==> src/hw/rtl/lkpw_pkg.sv <==
// Package for the link keepalive ping watchdog.
// Holds the phase type, field widths and configuration register indexes.
// No dependencies.
`timescale 1ns / 1ps

package lkpw_pkg;

    localparam int CNT_W     = 24;
    localparam int CLK_W     = 32;
    localparam int CFG_IDX_W = 8;

    typedef enum logic [1:0] {
        PH_SEND    = 2'd0,
        PH_WARN    = 2'd1,
        PH_TIMEOUT = 2'd2,
        PH_IDLE    = 2'd3
    } phase_t;

    localparam logic [CFG_IDX_W-1:0] CFG_PING_PERIOD = 8'd0;
    localparam logic [CFG_IDX_W-1:0] CFG_WARN_TIME   = 8'd1;

    localparam logic [CNT_W-1:0] PING_PERIOD_RST = 24'd60000;
    localparam logic [CNT_W-1:0] WARN_TIME_RST   = 24'd15000;

    // Decoded outcome of one input beat.
    typedef struct packed {
        logic is_pong;
        logic stop;
        logic expire;
    } step_t;

    // Interval load with the minimum of one tick.
    function automatic logic [CNT_W-1:0] clamp_load(input logic [CNT_W-1:0] v);
        return (v == '0) ? CNT_W'(1) : v;
    endfunction

endpackage

==> src/hw/rtl/link_keepalive_ping_watchdog_top.sv <==
// Top level of the link keepalive ping watchdog.
// Depends on lkpw_pkg for the phase type, widths and register indexes.
`timescale 1ns / 1ps

// Keepalive watchdog for one link. Every input beat is a one millisecond tick
// (op = 0) or a pong arrival (op = 1) and produces exactly one result beat in the
// cycle after it is accepted, carrying the ping, warning and close requests,
// the round-trip time of a pong and the phase after the event. One beat is
// accepted every clock cycle; the whole update is combinational between the
// accepting edge and the result register, and s_ready drops only while a
// result waits for m_ready. Writes to ping_period and warn_time are always
// accepted and take effect at the next interval load.
module link_keepalive_ping_watchdog_top (
    input  logic                          aclk,
    input  logic                          aresetn,
    input  logic                          s_valid,
    output logic                          s_ready,
    input  logic                          s_op,
    input  logic                          s_link_local,
    input  logic                          s_link_dead,
    output logic                          m_valid,
    input  logic                          m_ready,
    output logic                          m_send_ping,
    output logic                          m_latency_warning,
    output logic                          m_close_link,
    output logic                          m_rtt_valid,
    output logic [31:0]                   m_round_trip,
    output logic [1:0]                    m_phase_now,
    input  logic                          cfg_valid,
    output logic                          cfg_ready,
    input  logic [lkpw_pkg::CFG_IDX_W-1:0] cfg_index,
    input  logic [lkpw_pkg::CNT_W-1:0]    cfg_data
);
    import lkpw_pkg::*;

    logic [CNT_W-1:0] ping_period_reg;
    logic [CNT_W-1:0] warn_time_reg;

    phase_t           phase_reg, phase_next;
    logic [CNT_W-1:0] countdown_reg, countdown_next;
    logic             running_reg, running_next;
    logic [CLK_W-1:0] clock_reg, clock_next;
    logic [CLK_W-1:0] ping_at_reg, ping_at_next;

    logic             out_valid_reg;
    logic             ping_reg, ping_next;
    logic             warn_reg, warn_next;
    logic             close_reg, close_next;
    logic             rtt_valid_reg, rtt_valid_next;
    logic [CLK_W-1:0] rtt_reg, rtt_next;

    logic             accept;
    step_t            step;
    logic [CNT_W-1:0] count_dec;
    logic [CNT_W-1:0] timeout_load;

    assign cfg_ready = 1'b1;
    assign s_ready   = !out_valid_reg || m_ready;
    assign accept    = s_valid && s_ready;

    always_ff @(posedge aclk) begin
        if (!aresetn) begin
            ping_period_reg <= PING_PERIOD_RST;
            warn_time_reg   <= WARN_TIME_RST;
        end else if (cfg_valid) begin
            if (cfg_index == CFG_PING_PERIOD) begin
                ping_period_reg <= cfg_data;
            end else if (cfg_index == CFG_WARN_TIME) begin
                warn_time_reg <= cfg_data;
            end
        end
    end

    // The countdown saturates at zero; reaching zero on a live tick is an expiry.
    assign count_dec    = (countdown_reg <= CNT_W'(1)) ? '0 : countdown_reg - CNT_W'(1);
    assign timeout_load = (warn_time_reg >= ping_period_reg) ? CNT_W'(1)
                        : clamp_load(ping_period_reg - warn_time_reg);

    always_comb begin
        step.is_pong = s_op;
        step.stop    = !s_op && s_link_dead;
        step.expire  = !s_op && !s_link_dead && running_reg && (count_dec == '0);
    end

    // Next state.
    always_comb begin
        phase_next     = phase_reg;
        countdown_next = countdown_reg;
        running_next   = running_reg;
        clock_next     = clock_reg;
        ping_at_next   = ping_at_reg;
        if (step.is_pong) begin
            phase_next     = PH_SEND;
            countdown_next = clamp_load(ping_period_reg);
            running_next   = 1'b1;
        end else begin
            clock_next = clock_reg + CLK_W'(1);
            if (step.stop) begin
                running_next = 1'b0;
            end else if (running_reg) begin
                countdown_next = count_dec;
                if (step.expire) begin
                    unique case (phase_reg)
                        PH_SEND: begin
                            ping_at_next = clock_next;
                            if (warn_time_reg != '0) begin
                                phase_next     = PH_WARN;
                                countdown_next = clamp_load(warn_time_reg);
                            end else begin
                                phase_next     = PH_TIMEOUT;
                                countdown_next = timeout_load;
                            end
                        end
                        PH_WARN: begin
                            phase_next     = PH_TIMEOUT;
                            countdown_next = timeout_load;
                        end
                        PH_TIMEOUT: begin
                            phase_next   = PH_IDLE;
                            running_next = 1'b0;
                        end
                        default: begin
                            running_next = 1'b0;
                        end
                    endcase
                end
            end
        end
    end

    // Result fields.
    always_comb begin
        ping_next      = 1'b0;
        warn_next      = 1'b0;
        close_next     = 1'b0;
        rtt_valid_next = step.is_pong;
        rtt_next       = step.is_pong ? (clock_reg - ping_at_reg) : '0;
        if (step.expire) begin
            unique case (phase_reg)
                PH_SEND:    ping_next  = 1'b1;
                PH_WARN:    warn_next  = 1'b1;
                PH_TIMEOUT: close_next = s_link_local;
                default:    ;
            endcase
        end
    end

    always_ff @(posedge aclk) begin
        if (!aresetn) begin
            phase_reg     <= PH_SEND;
            countdown_reg <= PING_PERIOD_RST;
            running_reg   <= 1'b1;
            clock_reg     <= '0;
            ping_at_reg   <= '0;
            out_valid_reg <= 1'b0;
        end else begin
            if (accept) begin
                phase_reg     <= phase_next;
                countdown_reg <= countdown_next;
                running_reg   <= running_next;
                clock_reg     <= clock_next;
                ping_at_reg   <= ping_at_next;
                out_valid_reg <= 1'b1;
            end else if (m_ready) begin
                out_valid_reg <= 1'b0;
            end
        end
    end

    always_ff @(posedge aclk) begin
        if (accept) begin
            ping_reg      <= ping_next;
            warn_reg      <= warn_next;
            close_reg     <= close_next;
            rtt_valid_reg <= rtt_valid_next;
            rtt_reg       <= rtt_next;
        end
    end

    assign m_valid           = out_valid_reg;
    assign m_send_ping       = ping_reg;
    assign m_latency_warning = warn_reg;
    assign m_close_link      = close_reg;
    assign m_rtt_valid       = rtt_valid_reg;
    assign m_round_trip      = rtt_reg;
    assign m_phase_now       = phase_reg;

    // A ping always hands over to the warn or timeout phase.
    a_ping_phase: assert property (@(posedge aclk) disable iff (!aresetn)
        (m_valid && m_send_ping) |-> (m_phase_now == PH_WARN || m_phase_now == PH_TIMEOUT))
        else $error("ping result not followed by warn or timeout phase");

    // A close request leaves the block idle with the timer stopped.
    a_close_idle: assert property (@(posedge aclk) disable iff (!aresetn)
        (m_valid && m_close_link) |-> (m_phase_now == PH_IDLE && !running_reg))
        else $error("close request without idle phase");

    // A pong restarts the cycle and raises no other request.
    a_pong_clean: assert property (@(posedge aclk) disable iff (!aresetn)
        (m_valid && m_rtt_valid) |->
        (m_phase_now == PH_SEND && !m_send_ping && !m_latency_warning && !m_close_link))
        else $error("pong result with stray request or wrong phase");

    // The round-trip field is zero unless it carries a measurement.
    a_rtt_zero: assert property (@(posedge aclk) disable iff (!aresetn)
        (m_valid && !m_rtt_valid) |-> (m_round_trip == '0))
        else $error("round trip nonzero without measurement");

endmodule

==> config.mk <==
export PLATFORM = sky130hd
export DESIGN_NAME = link_keepalive_ping_watchdog_top
export DESIGN_NICKNAME = d
export VERILOG_FILES = /design/src/hw/rtl/lkpw_pkg.sv /design/src/hw/rtl/link_keepalive_ping_watchdog_top.sv
export SDC_FILE = /design/constraint.sdc
export NUM_CORES = 1
export LEC_CHECK = 0
export ABC_AREA = 1
export CORE_UTILIZATION = 50
export CTS_CLUSTER_SIZE = 8
export DETAILED_ROUTE_END_ITERATION = 7
export DONT_BUFFER_PORTS = 1
export GPL_TIMING_DRIVEN = 0
export REMOVE_ABC_BUFFERS = 1
export SLEW_MARGIN = 20
export SYNTH_ARGS = -nofsm -noshare
export SYNTH_HDL_FRONTEND = slang
export SYNTH_SLANG_ARGS = --single-unit
==> constraint.sdc <==
create_clock -name aclk -period 3.7 [get_ports aclk]
set_input_delay 1.11 -clock aclk [delete_from_list [all_inputs] [get_ports aclk]]
set_output_delay 1.11 -clock aclk [all_outputs]
set_load 0.01 [all_outputs]
Word-level counts from Yosys, hierarchy flattened
Cells that the tools add are included.
{"block": "totals", "ff_bits": 176, "wordCells": 80, "input_bits": 40, "out_inout_bits": 41}
{"block": "op_classes", "order_cmp": 2, "bitwise_logic": 3, "n_addsub": 4, "n_eq_ne": 4, "muxes": 26, "reduce_logical": 28}
{"operator": "24-bit two-way mux", "count": 10}
{"operator": "24-bit logical NOT", "count": 4}
{"operator": "24-bit one-hot mux with 2 select lines", "count": 1}
{"operator": "32-bit by 1-bit adder with 32-bit output, second input constant", "count": 1}
{"operator": "32-bit subtractor", "count": 1}
{"operator": "24-bit greater-or-equal comparator", "count": 1}
{"operator": "24-bit by 1-bit <= comparator with 1-bit output, second input constant", "count": 1}
{"operator": "24-bit nonzero test", "count": 1}
{"operator": "24-bit by 1-bit subtractor with 24-bit output, second input constant", "count": 1}
{"operator": "24-bit subtractor", "count": 1}
{"operator": "2-bit two-way mux", "count": 5}
{"operator": "1-bit two-way mux", "count": 9}
{"operator": "8-bit by 1-bit == test with 1-bit output, second input constant", "count": 1}
{"operator": "8-bit logical NOT", "count": 1}
{"operator": "2-bit one-hot mux with 3 select lines", "count": 1}
{"operator": "2-bit AND reduction", "count": 3}
{"operator": "3-bit AND reduction", "count": 2}
{"operator": "6-bit AND reduction", "count": 1}
{"operator": "2-bit nonzero test", "count": 3}
{"operator": "1-bit logical AND", "count": 5}
{"operator": "5-bit AND reduction", "count": 1}
{"operator": "4-bit nonzero test", "count": 1}
{"operator": "1-bit logical NOT", "count": 3}
{"operator": "1-bit inverter", "count": 3}
{"operator": "other kinds (6)", "count": 6}

Longest topological paths before layout
Gate-level depths: netlist of run 1.
{"block": "depth", "ltp_word": 10, "ltp_mapped": 26, "ltp_nobuf": 26}

Worst setup path after synthesis of run 1
OpenSTA, ideal clock, no wires.
{"block": "synth_path", "path_kind": "input-to-reg", "startpoint": "input m_ready", "endpoint": "register countdown_reg[8]", "t_required_ps": 3629, "t_arrival_ps": 3091, "path_buffers": 1, "path_slack_ps": 537, "cell_stages": 9, "setup_ps": 71, "path_cell_list": "inv_1 > nand2_1 > nand2_1 > inv_1 > o21ai_1 > clkbuf_1 > a21oi_1 > nand2_1 > a21oi_1"}
{"block": "synth_between", "elab_chain_len": 3}
{"item": "start: declaration", "line": "link_keepalive_ping_watchdog_top.sv:22", "text": "input logic m_ready,"}
{"item": "1-bit logical OR", "line": "link_keepalive_ping_watchdog_top.sv:58", "text": "assign s_ready = !out_valid_reg || m_ready;"}
{"item": "named net s_ready", "line": "link_keepalive_ping_watchdog_top.sv:17", "text": "output logic s_ready,"}
{"item": "1-bit logical AND", "line": "link_keepalive_ping_watchdog_top.sv:59", "text": "assign accept = s_valid && s_ready;"}
{"item": "named net accept", "line": "link_keepalive_ping_watchdog_top.sv:52", "text": "logic accept;"}
{"item": "3-bit AND reduction (no source line)"}
{"item": "end signal: assignment", "line": "link_keepalive_ping_watchdog_top.sv:159", "text": "countdown_reg <= countdown_next;"}
{"item": "end: declaration", "line": "link_keepalive_ping_watchdog_top.sv:40", "text": "logic [CNT_W-1:0] countdown_reg, countdown_next;"}
The timed path passes the listed nets, and every way through them passes these cells.
A chain may end at the register's enable or synchronous reset.

Worst setup path after layout of run 1
{"block": "layout_path", "startpoint": "register countdown_reg[0]", "endpoint": "register ping_at_reg[30]"}
{"block": "layout_between", "elab_chain_len": 5, "word_cells_on_any_way": 6, "cone_classes": "add/sub: 1; order compare: 1; mux: 1; reduce/logical: 3"}
{"item": "24-bit by 1-bit subtractor with 24-bit output or 24-bit by 1-bit <= comparator with 1-bit output (tied branches)", "line": "link_keepalive_ping_watchdog_top.sv:75", "text": "assign count_dec = (countdown_reg <= CNT_W'(1)) ? '0 : countdown_reg - CNT_W'(1);"}
{"item": "24-bit two-way mux (*)", "line": "link_keepalive_ping_watchdog_top.sv:75"}
{"item": "24-bit logical NOT (*)", "line": "link_keepalive_ping_watchdog_top.sv:82", "text": "step.expire = !s_op && !s_link_dead && running_reg && (count_dec == '0);"}
{"item": "1-bit logical AND (*)", "line": "link_keepalive_ping_watchdog_top.sv:82"}
{"item": "6-bit AND reduction (no source line) (*)"}
{"item": "end signal: assignment", "line": "link_keepalive_ping_watchdog_top.sv:162", "text": "ping_at_reg <= ping_at_next;"}
{"item": "end: declaration", "line": "link_keepalive_ping_watchdog_top.sv:43", "text": "logic [CLK_W-1:0] ping_at_reg, ping_at_next;"}
Every way passes the cells marked *; elsewhere a longest branch is shown, timed or not.

==> metrics.txt, run 1 <==
core area 0.0243 sq mm; crit path cell chain inv_1, ha_2, or2_1, nand2_1, nor2_1, nand3_4, nand2_1, nand4_1, or2_1, nor2_1, nand3_2, inv_6, nand3_4, buf_4, nand2_1, a21oi_2; Worst path most repeated cell nand2_1; CTS tree yes; Die Wd ~160 um; Die Area ~0.025 sq mm; r2r setup slk 280 ps; DRT Pass-1 Iters 7; initial drt markers 1227; Worst EP arrival between 3000 and 4000 ps; WL/cell between 15 and 20 um; Critical Path RT ~4000 ps; max-slew violations 0; period utilization approximately 92%; post-synthesis register bit count approximately 180; R2R depth 16; CP Capture Point ping_at_reg[30]$_SDFFE_PN0P_; Total Power between 4 and 5 mW; Main synth FF type dfxtp_1; Crit Path Class reg -> reg; P&R area growth vs syn 8.01%; maximum vdd drop approximately 0.22 mV; status finished, final reports clean; Hold Startpoint ping_at_reg[11]$_SDFFE_PN0P_; Buffers & Inverters on Critical Path 3; clk slew on worst S/H paths 80 ps; CP max stage cell dfxtp_1; ANT cells 0; final worst path period need 3420 ps; most common cell in the netlist nand2_1; I/O pin total between 80 and 90; DP Wirelength roughly 27000 um; Pleak 6.13 nW; Synth Cell Area 0.0124 sq mm; Hold Crit Class reg -> reg; Clock Skew 20.5 ps; RSZ-0062 raised after global routing no; H-tree levels 4; CP Capture Type flip-flop; measured slew at the worst slew-check pin around 1200 ps; synth warn 0; top cell type's share of synthesized area 22.6%; clk buf depth 2; IO Port Bufs 0; clk_lat worst skew 460 ps; # Max-Cap Violations 0; vias in the first global route roughly 11000; CP peak stage delay between 300 and 400 ps; Site Rows 57; DRC Markers 0; total gr overflow 0; Final Wtd Congestion around 0.9; CTS Sinks approximately 180; critical path depth 16; first-pass GRT wire length around 60000 um; top post-synthesis cells by area dfxtp_1 (23%), nand2_1 (15%), a21oi_1 (9.1%); Final setup viols 0; Clock Tree Root clkbuf_16; Max Clk Rate about 290 MHz; Async SR Flop Fraction 0%; Startpoint Class flip-flop; pin count of the biggest net entering global routing 62; Fin. Hold Viols 0; post-synthesis sequential area ratio between 30% and 40%; Vias/cell approximately 5.5; crit path launch countdown_reg[0]$_SDFFE_PN0P_; post-route ant nets 0; Crit path max-delay family simple AND/OR/NAND/NOR gates; vias post-DR ~12000; Die Y around 160 um; Synth Area per Inst roughly 6.5 sq um; initial antenna violation count 0; EDFF count, synth 36; Nets around 2000; Worst Path Max Fanout 21; Place WS -779 ps; Netlist cell types 53; Slew HR ~17%; proportion of layout cells with a drive suffix above 1 under 10%; overall routing resource usage around 30%; CTS Buf Count 17; reg2reg start countdown_reg[0]$_SDFFE_PN0P_; min setup slack post-route 282 ps; WL final 36900 um; Syn Inst Count just under 2000; PwrDens 356 mW/mm^2; R2R Path End ping_at_reg[30]$_SDFFE_PN0P_; initial core utilization between 50% and 60%; post-synth top area cell dfxtp_1; synth cell count leaders nand2_1 (485), inv_1 (300), a21oi_1 (225), nor2_1 (154), dfxtp_1 (140)
-- per-stage QoR --
| step | utilization [%] | cell area, sq um | setup TNS [ps] | hold slack [ps] | std cells |
|---|---|---|---|---|---|
| 4_1_cts | 54.8 | 13300 | 0 | 468 | 2225 |
| 6_report | 55.1 | 13400 | 0 | 467 | 2231 |
| 3_5_place_dp | 52.1 | 12700 | -24370 | 456 | 2188 |
| 3_3_place_gp | 51.6 | 12600 | -59390 | 452 | 2184 |
| 5_1_grt | 55.1 | 13400 | 0 | 485 | 2231 |
| 2_1_floorplan | - | 12100 | -170 | 445 | 1860 |
-- final cells by class --
class                   count  area (sq um)
flip-flops and latches    176          3880
repair inverters            1          8.76
multi-input cells        1376          7160
clock buffers              18           439
well taps                 324           405
inverters                 309          1180
repair buffers             13           170
clock inverters            14           146
fillers                  2471         10900
-- per-layer routing --
layer	part of all wire, %	wire (um)	vias to the layer above	track usage [%]
met3	7.2	2670	39	3.93
met4	1.4	505	0	7.82
met2	42	15600	403	44.3
met1	49	18100	5640	44.1
li1	-	-	6208	-
met5	0	0	-	0
-- how the worst min path moves through the flow --
| stage | endpoint | depth (start not counted) |
|---|---|---|
| 2_1_floorplan | ping_at_reg[10]$_SDFFE_PN0P_ | 2 |
| 3_3_place_gp | ping_at_reg[4]$_SDFFE_PN0P_ | 2 |
| 3_5_place_dp | ping_at_reg[10]$_SDFFE_PN0P_ | 2 |
| 4_1_cts | ping_at_reg[18]$_SDFFE_PN0P_ | 2 |
| 5_1_grt | ping_at_reg[5]$_SDFFE_PN0P_ | 2 |
| 6_report | ping_at_reg[11]$_SDFFE_PN0P_ | 2 |
-- worst register-to-register path, delay by kind of cell (launching register included) --
kind	cells	cell delay, ps
AND/OR/NAND/NOR	11	2010
buffers and inverters	3	650
flip-flops	1	330
adder cells (fa/ha/maj)	1	260
AO/OA/AOI/OAI	1	50
-- where the power goes --
part / switching (mW) / leakage, nW / internal [mW]
clock network: 0.916 / 0.281 / 0.915
registers: 0.0892 / 1.50 / 2.06
logic: 0.528 / 4.35 / 0.268
-- layout by cell type (no fill, tap or decap), types with 17 or more instances in the layout --
cell / netlist / routed
nand2_1: 485 / 483
o211ai_1: 24 / 24
nand3_1: 84 / 82
ha_1: 61 / 60
inv_1: 300 / 295
edfxtp_1: 36 / 36
dfxtp_1: 140 / 139
clkbuf_16: 0 / 17
a21oi_1: 225 / 225
xor2_1: 39 / 39
nor3_1: 28 / 28
o21ai_0: 133 / 132
nor2_1: 154 / 154
nand4_1: 29 / 29
-- cells by family (layout without fill, tap and decap cells) --
group	Yosys count	after routing	synth area share, %
flops	176	176	31.3
buf+inv	370	355	11.5
fa+ha+maj	63	63	6.47
xor+xnor	45	45	3.18
compound gates	437	437	19.2
simple gates	829	830	28.3
other cells	1	1	0.0302
-- repair_timing --
item                       4_1_cts  5_1_grt
pin swaps                        0        1
cloned                           1        1
hold buffers                     0        0
setup endpoints to repair       45       45
setup buffers                    4        5
gates resized for setup          8        9
Power figures use the tool's default switching activity.
==> run 2, diff against run 1 <==
Settings changed: ABC_AREA 1 to not set.
==> run 2 against run 1 <==
Against the previous run: fmax is 6.2% lower; final cell count is 18% lower; die area is 4.1% lower; setup slack worse by 230 ps; design area is 2.3% lower; global-route usage is 0.45 points higher; critical endpoint is now countdown_reg[6]$_SDFFE_PN1P_.
==> metrics.txt, run 2 <==
CTS Buf Count 17; CP max stage cell or4_4; Netlist cell types 80; Nets ~1600; # Max-Cap Violations 0; synth warn 0; placed cell count between 1500 and 2000; Clock Skew between 10 and 15 ps; ANT cells 0; hold path cells 2; Synth Cell Area around 0.012 sq mm; Post-CTS Hold Fix Bufs 0; Main synth FF type dfxtp_1; PwrDens roughly 320 mW/mm^2; Vias/cell 6.10; Hold Crit Class reg -> reg; top cell type's share of synthesized area around a quarter; vias in the first global route approximately 10000; FILL cells 2275; period utilization between 90% and 100%; CTS tree yes; total gr overflow 0; clk buf depth 2; Worst EP arrival between 3000 and 4000 ps; pin count of the biggest net entering global routing between 50 and 60; CTS Sinks approximately 180; max-slew violations 0; Worst Path Max Fanout 10; CP Capture Type flip-flop; crit path cell chain inv_1, ha_1, a21o_1, o21bai_1, a311oi_1, a41oi_1, or4_4, nor4_4, a21oi_4, a22o_1, a31o_1; Async SR Flop Fraction 0%; Clock Tree Root clkbuf_16; CP peak stage delay a little under 600 ps; most frequent cells in the layout nand2_1 (211), nor2_1 (136), dfxtp_1 (127); proportion of layout cells with a drive suffix above 1 between 8 and 9%; IO Port Bufs 0; min setup slack post-route ~55 ps; Crit Path Class reg -> reg; Site Rows 56; R2R depth 11; Die Wd about 160 um; Startpoint Class flip-flop; EDFF count, synth 36; initial antenna violation count 0; Final Wtd Congestion approximately 1; Pleak ~5.0 nW; Total Power between 4 and 5 mW; post-synthesis sequential area ratio approximately a third; clk slew on worst S/H paths around 70 ps; P&R area growth vs syn 10.0%; measured slew at the worst slew-check pin ~1100 ps; maximum vdd drop approximately 0.22 mV; top post-synthesis cells by area dfxtp_1 (24%), edfxtp_1 (9.1%), nand2_1 (6.7%); DRC Markers 0; Place WS -598 ps; post-route ant nets 0; Fin. Hold Viols 0; post-synth top area cell dfxtp_1; clk_lat worst skew 450 ps; post-synthesis register bit count around 180; final worst path period need about 3600 ps; overall routing resource usage 30.0%; Syn Inst Count between 1500 and 2000; Critical Path RT approximately 4000 ps; status finished, final reports clean; Synth Area per Inst 7.80 sq um; Final Cell Area between 0.01 and 0.015 sq mm; core area about 0.023 sq mm; DP Wirelength 24900 um; DP Area 0.0121 sq mm; WL final around 37000 um; fin cells 1822; setup TNS 0 ps; Final setup viols 0; vias post-DR 11100; I/O pin total between 80 and 90; Die Y ~160 um; initial drt markers roughly 1000; WL/cell ~20 um; first-pass GRT wire length roughly 57000 um; DRT Pass-1 Iters 6; most common cell in the netlist nand2_1; Slew HR a little under a quarter; synth cell count leaders nand2_1 (211), dfxtp_1 (140), nor2_1 (139), a21oi_1 (128), inv_1 (89); commonest non-fill, non-tap cell in the layout nand2_1; H-tree levels 4; RSZ-0062 raised after global routing yes; Die Area around 0.024 sq mm; initial core utilization between 50% and 60%; Max Clk Rate around 270 MHz
-- run 2: cell count changes after synthesis, moves of 14 or more --
cell and change:
nand2_1 -274, inv_1 -211, a21oi_1 -97, o21ai_0 -52
xnor2_1 +45, nand3_1 -35, and3_1 +22, a21o_1 +21
a211oi_1 +20, o211a_1 +17, nor2_1 -15, nor4_1 +15
or3_1 +15, nand2b_1 +14
-- run 2: cell families after synthesis --
logic type | share of synthesized area (%)
xor gates and xnor gates | 7.44
muxes | 0.589
other | 0.0315
DFF | 32.6
buffers and inverters | 5.67
adders and majority gates | 6.75
and+or+nand+nor | 24.0
AOI/OAI and AO/OA | 22.9
-- run 2: metal layers --
layer	global-route usage (%)	up-vias	wire length (um)
met5	0	-	0
met4	12.4	0	1250
met3	5.68	80	2460
met2	48.5	408	16800
met1	39.1	5241	16100
li1	-	5390	-
-- run 2: worst paths after layout --
kind / to / slack, ps / start
worst min register to register: ping_period_reg[0]$_SDFFE_PN0P_ / 470 / ping_period_reg[0]$_SDFFE_PN0P_
worst min-delay path: ping_period_reg[0]$_SDFFE_PN0P_ / 470 / ping_period_reg[0]$_SDFFE_PN0P_
worst max-delay path: countdown_reg[6]$_SDFFE_PN1P_ / 60 / warn_time_reg[17]$_SDFFE_PN0P_
worst max register to register: countdown_reg[6]$_SDFFE_PN1P_ / 60 / warn_time_reg[17]$_SDFFE_PN0P_
-- run 2: final cells by class --
type                            count  area [sq um]  area share, %
Clock buffer                       19           443           3.38
Inverter                           91           347           2.65
Sequential cell                   176          3910           29.8
Tap cell                          319           399           3.05
Clock inverter                     13           170           1.30
Timing Repair Buffer               18           205           1.57
Multi-Input combinational cell   1186          7620           58.2
-- run 2: critical path: cells and delay by family (launching register included) --
| family | cells | cell delay [ps] |
|---|---|---|
| compound gates | 7 | 1750 |
| simple gates | 2 | 900 |
| flops | 1 | 420 |
| fa+ha+maj | 1 | 410 |
| buf+inv | 1 | 70 |
-- run 2: per-stage QoR --
| step | hold slack (ps) | utilization [%] |
|---|---|---|
| 5_1_grt | 505 | 55.9 |
| 2_1_floorplan | 436 | - |
| 6_report | 475 | 55.9 |
| 3_3_place_gp | 446 | 51.1 |
| 3_5_place_dp | 460 | 51.7 |
| 4_1_cts | 470 | 54.9 |
-- run 2: what timing repair did --
item                                    in CTS  in global routing
pin swaps                                    5                 12
gates cloned                                 2                  2
endpoints found under the setup margin      47                 54
setup buffers                                2                 11
resized for setup                           24                 42
-- run 2: power breakdown --
| part | leakage [nW] | switching, mW | internal (mW) |
|---|---|---|---|
| Clock | 0.299 | 0.870 | 1.04 |
| Sequential | 1.50 | 0.0463 | 1.99 |
| Combinational | 3.19 | 0.182 | 0.0913 |
| Total | 4.99 | 1.10 | 3.13 |
==> run 3, diff against run 2 <==
Settings changed: CELL_PAD_IN_SITES_DETAIL_PLACEMENT set to 0, CELL_PAD_IN_SITES_GLOBAL_PLACEMENT set to 1, CORE_UTILIZATION 50 to 49, PLACE_DENSITY_LB_ADDON set to 0.1, REMOVE_ABC_BUFFERS 1 to not set.
==> run 3 against run 2 <==
Against the previous run: global-route usage up 2.7 points; clock-buffer cell count down 2; utilization down 0.14 points; register-to-register slack better by 50 ps; critical path depth up 2; critical endpoint unchanged; design area up 0.65%; die area up 2.0%; worst hold slack better by 8.6 ps; routed wire length up 9.4%; largest cell class unchanged.
==> metrics.txt, run 3 (synthesis results as in run 2) <==
clk slew on worst S/H paths roughly 70 ps; Crit path max-delay family simple AND/OR/NAND/NOR gates; proportion of layout cells with a drive suffix above 1 between 8 and 9%; initial drt markers about 1200; Critical Path RT a little over 4000 ps; Total Power 4.12 mW; Vias/cell roughly 6.2; overall routing resource usage between 30% and 40%; period utilization 97.1%; Worst EP arrival 3930 ps; Buffers & Inverters on Critical Path 2; status finished, final reports clean; P&R area growth vs syn 10.7%; DRT Pass-1 Iters 6; Multi-input gate area 0.00759 sq mm; Fin. Hold Viols 0; Final Wtd Congestion between 0.9 and 1; most frequent cells in the layout nand2_1 (211), nor2_1 (139), a21oi_1 (125); clk_lat worst skew about 450 ps; Die Area 0.0249 sq mm; final worst path period need 3590 ps; IO Port Bufs 0; Die Wd ~160 um; Final setup viols 0; core area around 0.024 sq mm; first-pass GRT wire length 61300 um; initial core utilization 50.4%; pin count of the biggest net entering global routing 44; commonest non-fill, non-tap cell in the layout nand2_1; Site Rows 56; Place WS -769 ps; reg2reg start warn_time_reg[8]$_SDFFE_PN0P_; CTS tree yes; Clock Skew approximately 14 ps; measured slew at the worst slew-check pin between 900 and 1000 ps; Hold Crit Class reg -> reg; Crit Path Class reg -> reg; Hold Startpoint ping_period_reg[0]$_SDFFE_PN0P_; FILL cells between 2000 and 2500; Nets about 1600; Clock Tree Root clkbuf_16; syn nets around 1600; Slew HR between 30% and 40%; CTS Buf Count 17; DRC Markers 0; FF+latch area 0.00391 sq mm; Startpoint Class flip-flop; Max Clk Rate about 280 MHz; vias in the first global route roughly 11000; max-slew violations 0; vias post-DR around 12000; crit path cell chain inv_1, ha_1, buf_2, a211o_1, a2111oi_4, and3_4, or3_1, nand4_1, or4_4, nor4_4, a21oi_4, a22o_1, a31o_1; placed cell count about 1800; DP Wirelength just over 30000 um; fin cells about 1900; WL final roughly 40000 um; # Max-Cap Violations 0; min setup slack post-route around 110 ps; initial antenna violation count 0; H-tree levels 4; post-route ant nets 0; Post-CTS Hold Fix Bufs 0; setup TNS 0 ps; total gr overflow 0; I/O pin total 81; maximum vdd drop just under 0.3 mV; CP Capture Type flip-flop; CTS Sinks approximately 180; Die Y between 150 and 200 um; CP peak stage delay 510 ps; CP max stage cell or4_4; Pleak just over 5 nW; PwrDens 313 mW/mm^2; clk buf depth 2; Worst Path Max Fanout 8; crit path launch warn_time_reg[8]$_SDFFE_PN0P_; WL/cell 21.3 um
==> run 3: changes by cell type in the layout (fill, tap and decap cells not counted), sizes merged, moves of 2 or more <==
cell | before | now
buf | 18 | 25
bufinv | 2 | 0
inv | 96 | 98
and3 | 25 | 22
clkbuf | 19 | 69
==> run 3: worst paths after layout <==
kind,slack [ps],end,depth (start not counted)
setup / recovery,110,countdown_reg[6]$_SDFFE_PN1P_,13
hold / removal,480,ping_period_reg[0]$_SDFFE_PN0P_,2
setup reg to reg,110,countdown_reg[6]$_SDFFE_PN1P_,13
hold reg to reg,480,ping_period_reg[0]$_SDFFE_PN0P_,2
==> run 3: report_power, final <==
part	leakage [nW]	switching, mW	total [mW]	internal (mW)
clock	0.274	0.886	1.78	0.893
sequential	1.50	0.0453	2.04	1.99
combinational	3.26	0.218	0.303	0.0853
==> run 3: cell type report <==
| class | instances | share of cell area (%) |
|---|---|---|
| diodes | 1 | 0.0190 |
| plain buffers | 71 | 2.42 |
| clock buffers | 17 | 3.23 |
| clock inverters | 15 | 1.06 |
| inverters | 91 | 2.63 |
| multi-input cells | 1182 | 57.6 |
| flip-flops and latches | 176 | 29.6 |
| well taps | 319 | 3.03 |
| repair buffers | 6 | 0.342 |
==> run 3: what timing repair did <==
action / in CTS / in global routing
pin swaps: 1 / 11
cloned: 0 / 0
buffers inserted: 0 / 6
gates resized for setup: 22 / 52
setup endpoints to repair: 41 / 53
hold endpoints to repair: 0 / 0
==> run 3: worst min-delay path, delay by kind of cell (launching register included) <==
family	cells	cell delay, ps
flops	1	330
compound gates	1	60
simple gates	1	50
==> run 3: per-layer routing <==
| metal | share of wire [%] | track usage (%) | up-vias |
|---|---|---|---|
| li1 | - | - | 5488 |
| met1 | 45 | 45.7 | 5577 |
| met2 | 42 | 48.8 | 538 |
| met3 | 10 | 8.29 | 90 |
| met4 | 2.6 | 10.3 | 0 |
| met5 | 0 | 0 | - |
==> run 3: per-stage QoR <==
step | utilization [%] | hold WS (ps) | instance area, sq um
after detailed placement | 52.1 | 473 | 12300
after CTS | 54.9 | 483 | 13000
after global routing | 55.8 | 516 | 13200
after floorplan | - | 436 | 11900
final | 55.8 | 483 | 13200
after global placement | 52.1 | 447 | 12300
